File: src/rtl/core/ple_pkg.sv
// Shared types and codes for the positional list engine.
package ple_pkg;

  localparam int unsigned POS_W = 7;
  localparam int unsigned VAL_W = 32;

  typedef enum logic [1:0] {
    K_INSERT = 2'd0,
    K_ERASE  = 2'd1,
    K_GET    = 2'd2,
    K_FIND   = 2'd3
  } kind_t;

  typedef enum logic [1:0] {
    ST_OK    = 2'd0,
    ST_FULL  = 2'd1,
    ST_RANGE = 2'd2,
    ST_MISS  = 2'd3
  } status_t;

  typedef enum logic [1:0] {
    S_IDLE,
    S_LOOK,
    S_DONE
  } state_t;

  typedef enum logic [1:0] {
    CO_HOLD,
    CO_INSERT,
    CO_ERASE
  } cell_op_t;

  // Control broadcast to every cell of the chain.
  typedef struct packed {
    cell_op_t op;
    logic     find;
  } cell_ctl_t;

  typedef struct packed {
    kind_t              kind;
    logic [POS_W-1:0]   position;
    logic [VAL_W-1:0]   value;
  } req_t;

  typedef struct packed {
    status_t            status;
    logic [VAL_W-1:0]   item;
    logic [POS_W-1:0]   found_at;
    logic [POS_W-1:0]   count;
  } rsp_t;

endpackage

File: src/rtl/core/ple_cell.sv
// One list slot: holds an entry, shifts it to or from its neighbours and flags a hit.
module ple_cell #(
  parameter int unsigned IDX       = 0,
  parameter int unsigned ITEM_BITS = 32,
  parameter int unsigned CW        = 8
) (
  input  logic                  clk,
  input  logic                  rst,
  input  ple_pkg::cell_ctl_t    ctl,
  input  logic [CW-1:0]         pm1,
  input  logic [CW-1:0]         fill_w,
  input  logic [ITEM_BITS-1:0]  key,
  input  logic [ITEM_BITS-1:0]  left,
  input  logic [ITEM_BITS-1:0]  right,
  output logic [ITEM_BITS-1:0]  entry,
  output logic                  hit
);
  import ple_pkg::*;

  localparam logic [CW-1:0] ME = CW'(IDX);

  logic [ITEM_BITS-1:0] entry_next;

  always_comb begin
    entry_next = entry;
    case (ctl.op)
      CO_INSERT: begin
        if (ME == pm1) begin
          entry_next = key;
        end else if (ME > pm1 && ME <= fill_w) begin
          entry_next = left;
        end
      end
      CO_ERASE: begin
        if (ME >= pm1 && (ME + CW'(1)) < fill_w) begin
          entry_next = right;
        end
      end
      default: entry_next = entry;
    endcase
  end

  // A find looks for equal live entries; get and erase select by position.
  assign hit = ctl.find ? ((entry == key) && (ME < fill_w)) : (ME == pm1);

  always_ff @(posedge clk) begin
    if (rst) begin
      entry <= '0;
    end else begin
      entry <= entry_next;
    end
  end

endmodule

File: config.mk
export PLATFORM = sky130hd
export DESIGN_NAME = ple_cell
export DESIGN_NICKNAME = d
export VERILOG_FILES = /design/src/rtl/core/ple_pkg.sv /design/src/rtl/core/ple_cell.sv
export SDC_FILE = /design/constraint.sdc
export NUM_CORES = 1
export LEC_CHECK = 0
export BUFFER_PORTS_ARGS = -buffer_cell sky130_fd_sc_hd__buf_2
export CORE_UTILIZATION = 35
export DETAILED_ROUTE_END_ITERATION = 7
export PLACE_DENSITY_LB_ADDON = 0.2
export SLEW_MARGIN = 5
export SYNTH_ARGS = -nofsm -noshare
export SYNTH_HDL_FRONTEND = slang
export SYNTH_SLANG_ARGS = --single-unit
export TNS_END_PERCENT = 30
File: constraint.sdc
create_clock -name clk -period 2.2 [get_ports clk]
set_input_delay 0.44 -clock clk [delete_from_list [all_inputs] [get_ports clk]]
set_output_delay 0.44 -clock clk [all_outputs]
set_load 0.03 [all_outputs]
==> impl_metrics.toml <==
[synth]
netlist_area_um2 = 1870
synthCells = 234
yosysWarnings = 0
ys_seq_elements = 32
seq_area_frac_synth_pct = 34.3
synth.avg_cell_area_um2 = 7.98
synth_cell_types = 21
synth_nets = 351

[worst_setup_path]
critPathCapture = "hit"
cp_slowest_cell = "or4_4"
path_cells = "buf_2, or4_4, or3_1, o21ai_1, buf_4"
criticalPathCategory = "primary input to primary output"
arrival_ns = 1.67
crit_required_ns = 1.76
r2r_slack_ns = 1.32
slowest_delay_ns = 0.53
worst_r2r_endpoint = "entry[7]"
worst_setup_path_start_kind = "primary input"
rr_worst_depth = 3
path_max_fanout = 2
worstReg2RegStart = "entry[7]"
crit_path_start = "pm1[7]"
critPathCaptureType = "primary output"

[place]
portBuffers = 117
dpl.hpwl_mm = 4.24
place_congestion = 0.671
pre_cts_slack_ns = 0.0178

[pwr]
p_total_mw = 1.26
leakagePower_nw = 1.16
powerDensity_nw_per_um2 = 466
ir_worst_vdd_mv = 0.227

[sta]
layout_setup_ws_ns = 0.0947
worst_pin_slew_ns = 0.634
period_needed_ns = 2.11
finalMaxSlewViolations = 0
setup_tns_ns = 0
clock_skew_ns = 0
max_freq_mhz = 475
hold_viol_final = 0
setup_viol = 0
slew_headroom_pct = 57.7
rsz0062_at_grt = "no"
fin_crit_sh_pct = 95.7

[clocking]
cts_buffers = 5
clk_latency_ns = 0.28
cts_tree = "done"
hold_buffers = 0
cts_root_buffer = "clkbuf_8"
clk_pin_slew_worst_paths_ns = 0.06
cts.htree.levels = 2
clockBufferDepth = 2
clock_sinks = 32

[floorplanning]
fp.dieH_um = 75.0
initial_core_util_pct = 36.6
fp.dieW_um = 75.0
fp.coreArea_um2 = 5110
io_pins = 150
die_area_um2 = 5630
num_rows = 26

[cells_and_area]
fin_util_pct = 52.9
largestRegisters = "entry (32)"
num-nets-final = 467
diodes = 0
syn_to_final_growth_pct = 44.8
top_register = "entry"
largest_register_ffs = 32
drive_above_1_share_pct = 43.9

[route]
wire_per_inst_um = 14.2
firstDrtPassIters = 4
wl_met3_um = 337
post-route-drc-count = 0
finalWirelength_mm = 5.99
first_iter_violations = 117
top_layer_used = "met4"
vias = 2161
ant_nets = 0
wl_met1_mm = 2.64
vias_per_cell = 5.13
met2WireLength_mm = 2.93

[outcome]
outcome = "complete, no violations"

[grt]
grt_antenna_before_repair = 0
grt_usage_pct = 21.8
grt_max_degree = 33
grt_pass1_wl_mm = 9.12
grt_pass1_vias = 1891
overflow = 0

[job]
maxCapViolCount = 0

[hold_path]
hold_class = "primary input to flip-flop"
## critical path: cells and delay by family
family          cells  cell delay, ns
simple gates        2            0.88
buf+inv             2            0.26
compound gates      1            0.08
## how the worst min path moves through the flow
stage                    from         to  slack [ns]  cells after the start
CTS                 right[17]  entry[17]        0.41                      3
global route         right[1]   entry[1]        0.41                      3
floorplan                 rst   entry[0]        0.51                      1
global placement    entry[11]  entry[11]        0.51                      2
finish              right[26]  entry[26]        0.41                      3
detailed placement  entry[30]  entry[30]        0.52                      2
## kinds of logic (layout without fill, tap and decap cells)
kind of cell / Yosys count / count (layout) / synth area share (%)
compound gates: 68 / 68 / 25.9
flops: 32 / 32 / 34.3
xor+xnor: 32 / 32 / 15.0
buf+inv: 19 / 136 / 5.03
simple gates: 83 / 83 / 19.8
## metrics by stage
stage,hold WS (ns),area [um^2],std cells
after global placement,0.509,2540,412
after global routing,0.413,2700,421
after CTS,0.409,2650,420
final,0.414,2700,421
after floorplan,0.512,1870,234
after detailed placement,0.518,2540,412
## repair_timing
item | in CTS | in global routing
setup endpoints to repair | 1 | 1
pin swaps | 1 | 8
gates resized for setup | 4 | 12
setup buffers | 0 | 1
## power breakdown
| part | switching (mW) | internal (mW) |
|---|---|---|
| registers | 0.00114 | 0.580 |
| logic | 0.111 | 0.101 |
| clock network | 0.212 | 0.255 |
## synthesized netlist by cell type
cell type | instances | area share, %
nand2_1 | 33 | 6.6
o21ai_0 | 33 | 8.8
a311oi_1 | 32 | 15
dfxtp_1 | 32 | 34
nor2_1 | 32 | 6.4
xnor2_1 | 17 | 8.0
xor2_1 | 15 | 7.0
clkbuf_1 | 13 | 2.6
nand4_1 | 5 | 1.7
nor4_1 | 5 | 1.7
buf_1 | 3 | 0.60
buf_6 | 3 | 1.8
nor3_1 | 2 | 0.54
or4_4 | 2 | 1.2
a21bo_2 | 1 | 0.54
a21boi_4 | 1 | 1.0
nand2b_1 | 1 | 0.34
nor2_4 | 1 | 0.60
nor2b_1 | 1 | 0.34
o2111ai_1 | 1 | 0.47
or3_1 | 1 | 0.34
## cell type report
type	count	area, um^2
Clock buffer	8	90.1
Sequential cell	32	649
Fill cell	507	2400
Timing Repair Buffer	128	683
Multi-Input combinational cell	183	1190
Tap cell	70	87.6
## cells in the final DEF, fill, tap and decap left out, types with 5 or more instances in the layout
master    count
nand4_1       5
a311oi_1     32
nor2_1       32
dfxtp_2       7
nand2_1      33
buf_2       116
xor2_1       14
xnor2_1      13
dfxtp_1      25
buf_4        11
o21ai_0      32
clkbuf_8      6
## layer usage
layer / vias up / global-route usage (%)
met5: - / 0
met3: 9 / 5.62
met1: 997 / 27.6
met4: 0 / 6.71
li1: 1078 / -
met2: 77 / 36.3
Note: power is estimated with default switching activity, not from simulation.
